--- config.mk ---
export PLATFORM = sky130hd
export DESIGN_NAME = stereo_peak_limiter
export DESIGN_NICKNAME = d
export VERILOG_FILES = /design/src/design/spl_pkg.sv /design/src/design/stereo_peak_limiter.sv /design/src/design/spl_serial_mul.sv /design/src/design/spl_gain_div.sv
export SDC_FILE = /design/constraint.sdc
export NUM_CORES = 2
export LEC_CHECK = 0
export BUFFER_PORTS_ARGS = -buffer_cell sky130_fd_sc_hd__buf_2
export CORE_MARGIN = 2
export CORE_UTILIZATION = 50
export CTS_BUF_LIST = sky130_fd_sc_hd__clkbuf_16
export DETAILED_ROUTE_END_ITERATION = 10
export MAX_ROUTING_LAYER = met4
export PLACE_DENSITY = 0.69
export SYNTH_ARGS = -nofsm -noshare
export SYNTH_HDL_FRONTEND = slang
export SYNTH_SLANG_ARGS = --single-unit
--- constraint.sdc ---
create_clock -name clk -period 4.94 [get_ports clk]
set_clock_uncertainty 0.15 [all_clocks]
set_input_delay 0 -clock clk [delete_from_list [all_inputs] [get_ports clk]]
set_output_delay 0 -clock clk [all_outputs]
set_load 0.1 [all_outputs]
--- src/design/spl_pkg.sv ---
// ---------------------------------------------------------------------------
// spl_pkg: shared types and constants of the stereo peak limiter
// Field widths, register indexes and reset values of the control registers.
// ---------------------------------------------------------------------------
package spl_pkg;

    localparam int ENV_W      = 32;   // envelope word, unsigned fixed point
    localparam int THR_W      = 24;   // threshold register width
    localparam int COEFF_W    = 24;   // release coefficient, Q0.24
    localparam int COEFF_FRAC = 24;
    localparam int MAKEUP_W   = 18;   // makeup gain, Q2.16
    localparam int GAIN_FRAC  = 16;   // fraction bits of both gains
    localparam int GAIN_W     = 17;   // reduction gain, Q0.16 plus the unity bit
    localparam int CFG_IDX_W  = 2;
    localparam int CFG_DATA_W = 24;

    typedef logic [CFG_IDX_W-1:0] cfg_idx_t;

    localparam cfg_idx_t REG_THRESHOLD = 2'd0;
    localparam cfg_idx_t REG_RELEASE   = 2'd1;
    localparam cfg_idx_t REG_MAKEUP    = 2'd2;

    localparam logic [THR_W-1:0]    THRESHOLD_RST = 24'h800000;
    localparam logic [COEFF_W-1:0]  RELEASE_RST   = 24'hFFF259;
    localparam logic [MAKEUP_W-1:0] MAKEUP_RST    = 18'h10000;
    localparam logic [GAIN_W-1:0]   UNITY_GAIN    = 17'h10000;

endpackage

--- src/design/stereo_peak_limiter.sv ---
// ---------------------------------------------------------------------------
// stereo_peak_limiter: linked stereo peak limiter
// Instant attack, exponential release, gain = threshold / envelope above the
// threshold, then makeup gain and saturation on both channels.
//
//   channel   handshake                  payload
//   -------   ------------------------   ---------------------------------
//   sample    sample_valid/sample_stall  left_in, right_in
//   result    result_valid/result_stall  left_out, right_out, gain_applied
//   cfg       cfg_valid/cfg_ready        cfg_index, cfg_data
//
// A word passes envelope decay, the divider (only above the threshold), gain
// scaling and makeup gain before its result is loaded; the next word is taken
// once the block is idle again. The bit-serial units take 24 steps of envelope
// decay, 16 divider steps, 17 steps of gain scaling and 18 of makeup gain.
// Reset clears the envelope and loads the register defaults; cfg_ready is
// always high. A stalled result waits in the output register.
// ---------------------------------------------------------------------------
module stereo_peak_limiter
    import spl_pkg::*;
#(
    parameter int SAMPLE_BITS   = 24,
    parameter int ENV_FRAC_BITS = 8
) (
    input  logic                          clk,
    input  logic                          rst_n,
    input  logic                          sample_valid,
    output logic                          sample_stall,
    input  logic signed [SAMPLE_BITS-1:0] left_in,
    input  logic signed [SAMPLE_BITS-1:0] right_in,
    output logic                          result_valid,
    input  logic                          result_stall,
    output logic signed [SAMPLE_BITS-1:0] left_out,
    output logic signed [SAMPLE_BITS-1:0] right_out,
    output logic        [GAIN_W-1:0]      gain_applied,
    input  logic                          cfg_valid,
    output logic                          cfg_ready,
    input  logic        [CFG_IDX_W-1:0]   cfg_index,
    input  logic        [CFG_DATA_W-1:0]  cfg_data
);

    localparam int PEAK_W  = SAMPLE_BITS + ENV_FRAC_BITS;
    localparam int PK_CMP_W = (PEAK_W > ENV_W) ? PEAK_W : ENV_W;
    localparam int THRS_W  = THR_W + ENV_FRAC_BITS;
    localparam int CMP_W   = (THRS_W > ENV_W) ? THRS_W : ENV_W;
    localparam int U_W     = SAMPLE_BITS + 2;

    localparam logic [PK_CMP_W-1:0] ENV_MAX_CMP = PK_CMP_W'({ENV_W{1'b1}});
    localparam logic [U_W-1:0] POS_MAX = U_W'((64'd1 << (SAMPLE_BITS - 1)) - 64'd1);
    localparam logic [U_W-1:0] NEG_MAX = U_W'(64'd1 << (SAMPLE_BITS - 1));

    typedef enum logic [2:0] {
        S_IDLE,
        S_DECAY,
        S_ENV,
        S_DIV,
        S_SCALE,
        S_MAKEUP,
        S_OUT
    } state_t;

    state_t state_reg;

    logic [THR_W-1:0]    threshold_reg;
    logic [COEFF_W-1:0]  coeff_reg;
    logic [MAKEUP_W-1:0] makeup_reg;
    logic [ENV_W-1:0]    env_reg;

    logic [SAMPLE_BITS-1:0] mag_reg [2];
    logic                   neg_reg [2];
    logic [ENV_W-1:0]       peak_reg;
    logic [GAIN_W-1:0]      gain_reg;

    logic dec_start_reg;
    logic div_start_reg;
    logic sc_start_reg;
    logic mk_start_reg;

    logic                          result_valid_reg;
    logic signed [SAMPLE_BITS-1:0] left_out_reg;
    logic signed [SAMPLE_BITS-1:0] right_out_reg;
    logic [GAIN_W-1:0]             gain_out_reg;

    logic [SAMPLE_BITS-1:0] lane_in  [2];
    logic [SAMPLE_BITS-1:0] lane_mag [2];
    logic [ENV_W-1:0]       peak_sat;
    logic [ENV_W-1:0]       dec_p;
    logic                   dec_done;
    logic [ENV_W-1:0]       env_new;
    logic [CMP_W-1:0]       thr_cmp;
    logic                   div_done;
    logic [GAIN_FRAC-1:0]   div_quo;
    logic [SAMPLE_BITS-1:0] sc_p     [2];
    logic [1:0]             sc_done;
    logic [U_W-1:0]         mk_p     [2];
    logic [1:0]             mk_done;
    logic [SAMPLE_BITS-1:0] lim_out  [2];

    assign lane_in[0] = left_in;
    assign lane_in[1] = right_in;

    // Magnitudes and the linked peak, saturated into the envelope format.
    always_comb
    begin
        logic [SAMPLE_BITS-1:0] pk;
        logic [PK_CMP_W-1:0]    pk_wide;
        for (int ln = 0; ln < 2; ln++)
        begin
            lane_mag[ln] = lane_in[ln][SAMPLE_BITS-1] ? ('0 - lane_in[ln]) : lane_in[ln];
        end
        pk      = (lane_mag[0] > lane_mag[1]) ? lane_mag[0] : lane_mag[1];
        pk_wide = PK_CMP_W'(PK_CMP_W'(pk) << ENV_FRAC_BITS);
        peak_sat = (pk_wide > ENV_MAX_CMP) ? {ENV_W{1'b1}} : ENV_W'(pk_wide);
    end

    assign env_new = (peak_reg > dec_p) ? peak_reg : dec_p;
    assign thr_cmp = CMP_W'(CMP_W'(threshold_reg) << ENV_FRAC_BITS);

    // Magnitudes come rounded to nearest; saturate them, then restore the sign.
    always_comb
    begin
        logic [U_W-1:0] lim;
        for (int ln = 0; ln < 2; ln++)
        begin
            if (neg_reg[ln])
            begin
                lim = (mk_p[ln] > NEG_MAX) ? NEG_MAX : mk_p[ln];
                lim_out[ln] = SAMPLE_BITS'(U_W'(0) - lim);
            end
            else
            begin
                lim = (mk_p[ln] > POS_MAX) ? POS_MAX : mk_p[ln];
                lim_out[ln] = SAMPLE_BITS'(lim);
            end
        end
    end

    spl_serial_mul #(
        .A_W   (ENV_W),
        .B_W   (COEFF_W),
        .SHIFT (COEFF_FRAC),
        .ROUND (0),
        .P_W   (ENV_W)
    ) u_decay (
        .clk   (clk),
        .rst_n (rst_n),
        .start (dec_start_reg),
        .a     (env_reg),
        .b     (coeff_reg),
        .done  (dec_done),
        .p     (dec_p)
    );

    spl_gain_div u_div (
        .clk   (clk),
        .rst_n (rst_n),
        .start (div_start_reg),
        .num   (ENV_W'(thr_cmp)),
        .den   (env_reg),
        .done  (div_done),
        .quo   (div_quo)
    );

    for (genvar ln = 0; ln < 2; ln++)
    begin : g_lane
        spl_serial_mul #(
            .A_W   (SAMPLE_BITS),
            .B_W   (GAIN_W),
            .SHIFT (GAIN_FRAC),
            .ROUND (1),
            .P_W   (SAMPLE_BITS)
        ) u_scale (
            .clk   (clk),
            .rst_n (rst_n),
            .start (sc_start_reg),
            .a     (mag_reg[ln]),
            .b     (gain_reg),
            .done  (sc_done[ln]),
            .p     (sc_p[ln])
        );

        spl_serial_mul #(
            .A_W   (SAMPLE_BITS),
            .B_W   (MAKEUP_W),
            .SHIFT (GAIN_FRAC),
            .ROUND (1),
            .P_W   (U_W)
        ) u_makeup (
            .clk   (clk),
            .rst_n (rst_n),
            .start (mk_start_reg),
            .a     (sc_p[ln]),
            .b     (makeup_reg),
            .done  (mk_done[ln]),
            .p     (mk_p[ln])
        );
    end

    always_ff @(posedge clk or negedge rst_n)
    begin
        if (!rst_n)
        begin
            threshold_reg <= THRESHOLD_RST;
            coeff_reg     <= RELEASE_RST;
            makeup_reg    <= MAKEUP_RST;
        end
        else if (cfg_valid && cfg_ready)
        begin
            case (cfg_index)
                REG_THRESHOLD: threshold_reg <= cfg_data[THR_W-1:0];
                REG_RELEASE:   coeff_reg     <= cfg_data[COEFF_W-1:0];
                REG_MAKEUP:    makeup_reg    <= cfg_data[MAKEUP_W-1:0];
                default:       ;
            endcase
        end
    end

    always_ff @(posedge clk)
    begin
        if (state_reg == S_IDLE && sample_valid)
        begin
            for (int ln = 0; ln < 2; ln++)
            begin
                mag_reg[ln] <= lane_mag[ln];
                neg_reg[ln] <= lane_in[ln][SAMPLE_BITS-1];
            end
            peak_reg <= peak_sat;
        end
    end

    always_ff @(posedge clk or negedge rst_n)
    begin
        if (!rst_n)
        begin
            state_reg        <= S_IDLE;
            env_reg          <= '0;
            gain_reg         <= UNITY_GAIN;
            dec_start_reg    <= 1'b0;
            div_start_reg    <= 1'b0;
            sc_start_reg     <= 1'b0;
            mk_start_reg     <= 1'b0;
            result_valid_reg <= 1'b0;
            left_out_reg     <= '0;
            right_out_reg    <= '0;
            gain_out_reg     <= '0;
        end
        else
        begin
            dec_start_reg <= 1'b0;
            div_start_reg <= 1'b0;
            sc_start_reg  <= 1'b0;
            mk_start_reg  <= 1'b0;
            if (result_valid_reg && !result_stall)
            begin
                result_valid_reg <= 1'b0;
            end
            case (state_reg)
                S_IDLE:
                begin
                    if (sample_valid)
                    begin
                        dec_start_reg <= 1'b1;
                        state_reg     <= S_DECAY;
                    end
                end
                S_DECAY:
                begin
                    if (dec_done)
                    begin
                        state_reg <= S_ENV;
                    end
                end
                S_ENV:
                begin
                    env_reg <= env_new;
                    // Only an envelope strictly above the threshold limits.
                    if (CMP_W'(env_new) > thr_cmp)
                    begin
                        div_start_reg <= 1'b1;
                        state_reg     <= S_DIV;
                    end
                    else
                    begin
                        gain_reg     <= UNITY_GAIN;
                        sc_start_reg <= 1'b1;
                        state_reg    <= S_SCALE;
                    end
                end
                S_DIV:
                begin
                    if (div_done)
                    begin
                        gain_reg     <= GAIN_W'(div_quo);
                        sc_start_reg <= 1'b1;
                        state_reg    <= S_SCALE;
                    end
                end
                S_SCALE:
                begin
                    if (&sc_done)
                    begin
                        mk_start_reg <= 1'b1;
                        state_reg    <= S_MAKEUP;
                    end
                end
                S_MAKEUP:
                begin
                    if (&mk_done)
                    begin
                        state_reg <= S_OUT;
                    end
                end
                S_OUT:
                begin
                    if (!result_valid_reg || !result_stall)
                    begin
                        result_valid_reg <= 1'b1;
                        left_out_reg     <= lim_out[0];
                        right_out_reg    <= lim_out[1];
                        gain_out_reg     <= gain_reg;
                        state_reg        <= S_IDLE;
                    end
                end
                default:
                begin
                    state_reg <= S_IDLE;
                end
            endcase
        end
    end

    assign sample_stall = (state_reg != S_IDLE);
    assign cfg_ready    = 1'b1;
    assign result_valid = result_valid_reg;
    assign left_out     = left_out_reg;
    assign right_out    = right_out_reg;
    assign gain_applied = gain_out_reg;

endmodule

--- src/design/spl_serial_mul.sv ---
// ---------------------------------------------------------------------------
// spl_serial_mul: bit-serial shift-and-add multiplier
// Computes (a * b [+ 2^(SHIFT-1)]) >> SHIFT, taking one bit of b per cycle,
// least significant first. The low SHIFT partial sums are shifted right so
// the adder stays only as wide as the result.
// ---------------------------------------------------------------------------
module spl_serial_mul #(
    parameter int A_W   = 32,
    parameter int B_W   = 24,
    parameter int SHIFT = 24,
    parameter int ROUND = 0,
    parameter int P_W   = 32
) (
    input  logic           clk,
    input  logic           rst_n,
    input  logic           start,
    input  logic [A_W-1:0] a,
    input  logic [B_W-1:0] b,
    output logic           done,
    output logic [P_W-1:0] p
);

    localparam int CNT_W = $clog2(B_W + 1);
    localparam logic [CNT_W-1:0] LAST_STEP  = CNT_W'(B_W - 1);
    localparam logic [CNT_W-1:0] ROUND_STEP = CNT_W'(SHIFT - 1);
    localparam logic [CNT_W-1:0] SHIFT_END  = CNT_W'(SHIFT);

    logic [P_W-1:0]   acc_reg, acc_next;
    logic [P_W-1:0]   mc_reg, mc_next;
    logic [B_W-1:0]   b_reg;
    logic [CNT_W-1:0] cnt_reg;
    logic             busy_reg;
    logic             done_reg;

    logic [P_W-1:0] addend;
    logic [P_W:0]   sum;
    logic           rnd;

    always_comb
    begin
        addend = b_reg[0] ? mc_reg : '0;
        // Adding one at weight 2^(SHIFT-1) gives round half up on the final shift.
        rnd    = (ROUND != 0) && (cnt_reg == ROUND_STEP);
        sum    = {1'b0, acc_reg} + {1'b0, addend} + (P_W + 1)'(rnd);
        if (cnt_reg < SHIFT_END)
        begin
            acc_next = sum[P_W:1];
            mc_next  = mc_reg;
        end
        else
        begin
            // Multiplier bits above the shifted part weigh the multiplicand up.
            acc_next = sum[P_W-1:0];
            mc_next  = mc_reg << 1;
        end
    end

    always_ff @(posedge clk or negedge rst_n)
    begin
        if (!rst_n)
        begin
            busy_reg <= 1'b0;
            done_reg <= 1'b0;
            cnt_reg  <= '0;
        end
        else
        begin
            done_reg <= busy_reg && (cnt_reg == LAST_STEP);
            if (start)
            begin
                busy_reg <= 1'b1;
                cnt_reg  <= '0;
            end
            else if (busy_reg)
            begin
                cnt_reg <= cnt_reg + 1'b1;
                if (cnt_reg == LAST_STEP)
                begin
                    busy_reg <= 1'b0;
                end
            end
        end
    end

    always_ff @(posedge clk)
    begin
        if (start)
        begin
            acc_reg <= '0;
            mc_reg  <= P_W'(a);
            b_reg   <= b;
        end
        else if (busy_reg)
        begin
            acc_reg <= acc_next;
            mc_reg  <= mc_next;
            b_reg   <= b_reg >> 1;
        end
    end

    assign done = done_reg;
    assign p    = acc_reg;

endmodule

--- src/design/spl_gain_div.sv ---
// ---------------------------------------------------------------------------
// spl_gain_div: restoring divider for the reduction gain
// Forms floor(num * 2^16 / den), one quotient bit per cycle. The caller only
// starts it with num below den, so the quotient always fits in 16 bits.
// ---------------------------------------------------------------------------
module spl_gain_div
    import spl_pkg::*;
(
    input  logic                 clk,
    input  logic                 rst_n,
    input  logic                 start,
    input  logic [ENV_W-1:0]     num,
    input  logic [ENV_W-1:0]     den,
    output logic                 done,
    output logic [GAIN_FRAC-1:0] quo
);

    localparam int CNT_W = $clog2(GAIN_FRAC);
    localparam logic [CNT_W-1:0] LAST_STEP = CNT_W'(GAIN_FRAC - 1);

    logic [ENV_W-1:0]     rem_reg, rem_next;
    logic [ENV_W-1:0]     den_reg;
    logic [GAIN_FRAC-1:0] quo_reg;
    logic [CNT_W-1:0]     cnt_reg;
    logic                 busy_reg;
    logic                 done_reg;

    logic [ENV_W:0] trial;
    logic           take;

    always_comb
    begin
        trial = {rem_reg, 1'b0};
        take  = trial >= {1'b0, den_reg};
        // The remainder stays below the divisor, so both arms fit the word.
        rem_next = take ? ENV_W'(trial - {1'b0, den_reg}) : trial[ENV_W-1:0];
    end

    always_ff @(posedge clk or negedge rst_n)
    begin
        if (!rst_n)
        begin
            busy_reg <= 1'b0;
            done_reg <= 1'b0;
            cnt_reg  <= '0;
        end
        else
        begin
            done_reg <= busy_reg && (cnt_reg == LAST_STEP);
            if (start)
            begin
                busy_reg <= 1'b1;
                cnt_reg  <= '0;
            end
            else if (busy_reg)
            begin
                cnt_reg <= cnt_reg + 1'b1;
                if (cnt_reg == LAST_STEP)
                begin
                    busy_reg <= 1'b0;
                end
            end
        end
    end

    always_ff @(posedge clk)
    begin
        if (start)
        begin
            rem_reg <= num;
            den_reg <= den;
            quo_reg <= '0;
        end
        else if (busy_reg)
        begin
            rem_reg <= rem_next;
            quo_reg <= {quo_reg[GAIN_FRAC-2:0], take};
        end
    end

    assign done = done_reg;
    assign quo  = quo_reg;

endmodule

* Yosys cells after proc, flatten, opt, wreduce, memory -nomap -nowiden
Memory sizes are Yosys's and may differ from the RTL's.
Index checks and enable logic that the tools add are counted.
** Storage, ports and cells
- Bits in registers :: 699
- Memory bits (writable) :: 50
- Input port bits :: 79
- Output and inout bits :: 68
- Logic and storage cells :: 263
- Memories kept :: 2
** Memories
- mag_reg :: depth 2, width 24, read ports 2, clocked after memory_dff 0, wr ports 2, RTL line stereo_peak_limiter.sv:69 : logic [SAMPLE_BITS-1:0] mag_reg [2];
- neg_reg :: depth 2, width 1, read ports 2, clocked after memory_dff 0, wr ports 2, RTL line stereo_peak_limiter.sv:70 : logic neg_reg [2];
** Cells by class
- $add $sub $neg :: 20
- Magnitude comparators :: 14
- Equality and inequality tests :: 30
- Multiplexer cells :: 104
- Bitwise logic cells :: 2
- Reduce and logical (&&, ||, !) cells :: 36
** Operator list (number)
- $mux W24 :: 27
- $mux W32 :: 9
- $mux W26 :: 4
- $mux W17 :: 6
- $sub A1 B24 Y24 const A :: 4
- $mux W18 :: 4
- $gt A32 B32 Y1 :: 2
- $add A26 B26 Y27 :: 2
- $add A27 B1 Y27 :: 2
- $gt A26 B23 Y1 const B :: 2
- $gt A26 B24 Y1 const B :: 2
- $add A24 B24 Y25 :: 2
- $add A25 B1 Y25 :: 2
- $mux W5 :: 10
- $pmux W17 S2 :: 1
- $add A32 B32 Y33 :: 1
- $ge A33 B32 Y1 :: 1
- $gt A32 B32 Y1 const B :: 1
- $sub A32 B32 Y32 :: 1
- $mux W1 :: 31
- $reduce_and A2 Y1 :: 13
- $add A5 B1 Y5 const B :: 5
- $eq A5 B5 Y1 const B :: 5
- $lt A5 B5 Y1 const B :: 5
- other kinds (26) :: 64

* Longest topological paths before layout
- Word-level depth :: 6
- Depth in mapped cells :: 25
- Gate-level depth less buffers :: 22

* Cells and area by module
From an unflattened synthesis, not the netlist that was laid out.
** Unflattened totals
- Cells, all modules :: 4408
- Area, all modules :: 44851.8 um^2
** By module, submodules not included
- stereo_peak_limiter :: times used 1, cells an instance 1412, area an instance 14256.2 um^2, seq. area each 6951.7 um^2
- spl_serial_mul at g_lane[0].u_makeup ... :: times used 2, cells an instance 490, area an instance 4973.5 um^2, seq. area each 1996.9 um^2
- spl_serial_mul at u_decay :: times used 1, cells an instance 592, area an instance 6054.6 um^2, seq. area each 2497.4 um^2
- spl_gain_div :: times used 1, cells an instance 517, area an instance 5425.2 um^2, seq. area each 2392.3 um^2
- spl_serial_mul at g_lane[1].u_scale :: times used 1, cells an instance 467, area an instance 4655.7 um^2, seq. area each 1886.8 um^2
- spl_serial_mul at g_lane[0].u_scale :: times used 1, cells an instance 440, area an instance 4513.1 um^2, seq. area each 1886.8 um^2

* Worst setup path after synthesis
OpenSTA, ideal clock, no wires.
- Path type :: reg-to-reg
- Start point :: register peak_reg[18]
- End point :: register gain_reg[10]
- Setup time :: 0.132 ns
- Arrival :: 5.133 ns
- Required time :: 4.658 ns
- Setup slack :: -0.475 ns
- Cell stages (with the launch flop) :: 25
- Buffers on the path :: 3
- Clock period less this slack :: 5.415 ns
- Path through :: edfxtp_1 -> ha_1 -> a21o_1 -> a21o_1 -> a221o_1 -> a21o_1 -> a21oi_1 -> o22ai_1 -> or3_1 -> o21ai_1 -> clkbuf_1 -> mux2_2 -> ha_1 -> a21o_1 -> a21o_1 -> a21o_1 -> a21o_1 -> a21oi_1 -> o21a_1 -> o21ai_0 -> o22ai_1 -> and2_1 -> clkbuf_1 -> clkbuf_1 -> o21ai_1
** Between the ends
- Cells in the longest elaborated chain, start to end :: 5
** RTL lines
- start, declared :: RTL line stereo_peak_limiter.sv:71 : logic [ENV_W-1:0] peak_reg;
- start signal, assigned :: RTL line stereo_peak_limiter.sv:227 : peak_reg <= peak_sat;
- $gt A32 B32 Y1 :: RTL line stereo_peak_limiter.sv:116 : assign env_new = (peak_reg > dec_p) ? peak_reg : dec_p;
- $mux W32 :: RTL line stereo_peak_limiter.sv:116
- named net env_new[25] :: RTL line stereo_peak_limiter.sv:89 : logic [ENV_W-1:0] env_new;
- $gt A32 B32 Y1 :: RTL line stereo_peak_limiter.sv:277 : if (CMP_W'(env_new) > thr_cmp)
- $ne A2 B2 Y1 (no source line)
- $reduce_and A3 Y1 (no source line)
- end signal, assigned :: RTL line stereo_peak_limiter.sv:293 : gain_reg <= GAIN_W'(div_quo);
- end, declared :: RTL line stereo_peak_limiter.sv:72 : logic [GAIN_W-1:0] gain_reg;
The timed path passes the listed nets, and every way through them passes these cells.
A chain may end at the register's enable or synchronous reset.

* Final worst setup path
- Start point :: register peak_reg[25]
- End point :: register gain_reg[4]
** Between the ends
- Cells in the longest elaborated chain, start to end :: 5
** RTL lines (RTL line)
- $gt A32 B32 Y1 :: stereo_peak_limiter.sv:116
- $mux W32 (*) :: stereo_peak_limiter.sv:116
- $gt A32 B32 Y1 (*) :: stereo_peak_limiter.sv:277
- $ne A2 B2 Y1 (no source line) (*)
- $reduce_and A3 Y1 (no source line) (*)
Every way passes the cells marked *; elsewhere a longest branch is shown, timed or not.

==> run metrics <==
P per Cell Area=about 350 nW/um^2; clock buffer count from CTS=80; crit path launch=peak_reg[25]; Post-synth top flop=edfxtp_1; Max transition margin=roughly 25%; r2r endpoint=gain_reg[4]; CP endpoint kind=flop; Critical Path Most Common Cell=buf_6; violated checks=negative setup slack; grt ovf=0; CTS Buffer Depth=3; slowest cell delay on critical path=0.43 ns; Starting Density=50.41%; end of the critical path=gain_reg[4]; most common cell after layout, fill and taps aside=nand2_1; # Max-Cap Violations=0; Max Clk Rate=between 150 and 200 MHz; die height=about 300 um; Worst path depth=27; worst vdd ir=0.2289 mV; Avg Cell Area, Syn=approximately 10 sq um; wire per inst=18.66 um; synth warn=0; DRT Wirelength=109.3 mm; top post-synthesis cells by area=edfxtp_1 (25%), dfrtp_1 (12%), dfxtp_1 (7.5%), ha_1 (7.3%), mux2_2 (6.8%); CP Data Arrival Time=5.43 ns; Final WS setup=-0.1190 ns; Worst Path Max Fanout=10; Clock Latency Late Sink=0.65 ns; Worst Tran Pin Value=around 1.1 ns; status=complete, but fails checks; FF-to-FF path depth=27; number of synthesized flops with an enable pin=352; final hold slack=between 0.04 and 0.05 ns; mapped cell area=42850 sq um; Hold Vio Cnt, Final=0; Final period util=102.4%; worst reg2reg path startpoint=peak_reg[25]; post-route minimum period=between 5 and 6 ns; Remaining DRCs=0; WP buf/inv=6; Core Box Area=about 85000 sq um; # rows=107; DR iter-0 viols=about 2700; Yosys cell types=83; CP top delay family=compound AO/OA/AOI/OAI gates; async set-or-reset flop fraction in the synthesized netlist=30.90%; post-route ant nets=0; Req. time, crit path=around 5.3 ns; reg-to-reg setup timing slack=-0.12 ns; register area=just under 20000 sq um; CTS clk-pin slew, worst paths=0.06 ns; PnR Total Power=0.01736 W; FF+latch count, synth=741; PortBufs=145; RePlAce Congestion=approximately 0.93; filler instances=slightly above 7000; number of H-tree levels=3; vias in the first global route=between 30000 and 40000; Crit-path slowest cell=edfxtp_1; multi-input logic area=22090 sq um; unrepaired setup endpoints after global routing=true; synth-to-layout area growth=15.61%; GRT Util Overall=25.02%; initial antenna violation count=3; via count=33220; clock sinks=741; Worst Setup Start Kind=flop; largest net degree at the start of global routing=between 100 and 150; die width=296.8 um; post-layout util=58.28%; dpl hpwl=78.50 mm; post-synthesis sequential area ratio=45.57%; Leakage=19.91 nW; CTS root buf=clkbuf_16; Post-Syn Instances=4373; Setup CP Type=reg2reg; Boundary Pins=147; DRT Pass-1 Iters=6; Post-Synthesis Net Count=4712; Final #Nets=4981; Vias/cell=5.673; first-pass GRT wire length=173.6 mm; Die ar.=88060 sq um; CTS tree=built; most frequent cells in the layout=nand2_1 (457), nor2_1 (364), edfxtp_1 (352), o21ai_0 (285), inv_1 (270); final setup fails=33; share of the synthesized area in the top cell type=approximately 25%; share of layout cells above drive strength 1=about 16%; Synth area leader=edfxtp_1; Hold Crit Class=in2reg; Max Slew Vio Count=0
-- metal layers --
metal	global-route usage [%]	vias to the layer above	share of wire, %
met3	3.233	197	5.2
met1	35.29	15880	47
li1	-	16300	-
met4	9.246	0	3.3
met5	-	-	0
met2	36.87	848	44
-- worst min path at each step --
stage                 from                end  slack (ns)  cells after the start
6_report        left_in[0]      mag_reg[0][0]        0.05                      2
3_5_place_dp         rst_n  threshold_reg[19]       -0.04                      1
2_1_floorplan        rst_n      coeff_reg[10]       -0.45                      0
3_3_place_gp         rst_n  threshold_reg[19]       -0.05                      1
5_1_grt        cfg_data[8]      makeup_reg[8]        0.04                      3
4_1_cts         left_in[0]      mag_reg[0][0]        0.01                      2
-- synthesized netlist by cell type (12+ instances only) --
library cell	n
nand2_1	457
nor2_1	368
edfxtp_1	352
o21ai_0	293
mux2_2	260
inv_1	251
a21oi_1	250
ha_1	250
dfrtp_1	209
clkbuf_1	178
dfxtp_1	160
and2_1	143
xnor2_1	107
a211oi_1	92
xor2_1	90
a21o_1	83
mux2i_1	78
nor3_1	76
nand3_1	58
nand2b_1	45
o21a_1	38
a311oi_1	36
nand4_1	34
nor2b_1	29
a31oi_1	26
o22ai_1	25
o31ai_1	25
or3_1	25
buf_1	22
and3_1	21
dfstp_2	20
o21ai_1	19
nor4_1	18
o211ai_1	18
o21bai_1	18
or2_2	13
o41ai_1	12
or4_1	12
-- what timing repair did --
item	4_1_cts	5_1_grt
gates resized for setup	23	71
endpoints found under the setup margin	22	46
hold buffers	119	1
pin swaps	20	28
hold endpoints to repair	406	1
setup buffers	7	5
gates cloned	1	1
-- through the flow --
step | cell area (sq um) | std cells | setup TNS [ns] | setup WS, ns
final | 49540 | 5856 | -2.132 | -0.1190
after global routing | 49540 | 5856 | -8.306 | -0.3486
after global placement | 45210 | 5575 | -5.649 | -0.2960
after floorplan | 42890 | 4373 | 0 | 0.02401
after CTS | 49140 | 5851 | 0 | 0.009293
after detailed placement | 45210 | 5575 | -7.056 | -0.3829
-- power by group --
| group | total, W | internal (W) | leakage [nW] | switching (W) |
|---|---|---|---|---|
| Clock | 0.00587 | 0.00331 | 1.34 | 0.00256 |
| Combinational | 0.00439 | 0.00203 | 11.9 | 0.00235 |
| Sequential | 0.00711 | 0.00688 | 6.65 | 0.000228 |
-- cells by family after synthesis --
group | after synthesis | share of synthesized area, %
and+or+nand+nor | 1333 | 14.47
AOI/OAI and AO/OA | 1042 | 15.37
DFF | 741 | 45.57
buffers and inverters | 457 | 4.012
muxes | 341 | 8.733
adders and majority gates | 260 | 7.767
xor gates and xnor gates | 198 | 4.064
other | 1 | 0.008751
-- final cells by class --
class | count | area share, %
inverters | 256 | 1.940
well taps | 1144 | 2.889
clock inverters | 66 | 0.9067
repair buffers | 388 | 5.985
diodes | 2 | 0.01010
multi-input cells | 3175 | 44.58
clock buffers | 84 | 4.243
flip-flops and latches | 741 | 39.45
Note: power is estimated with default switching activity, not from simulation.
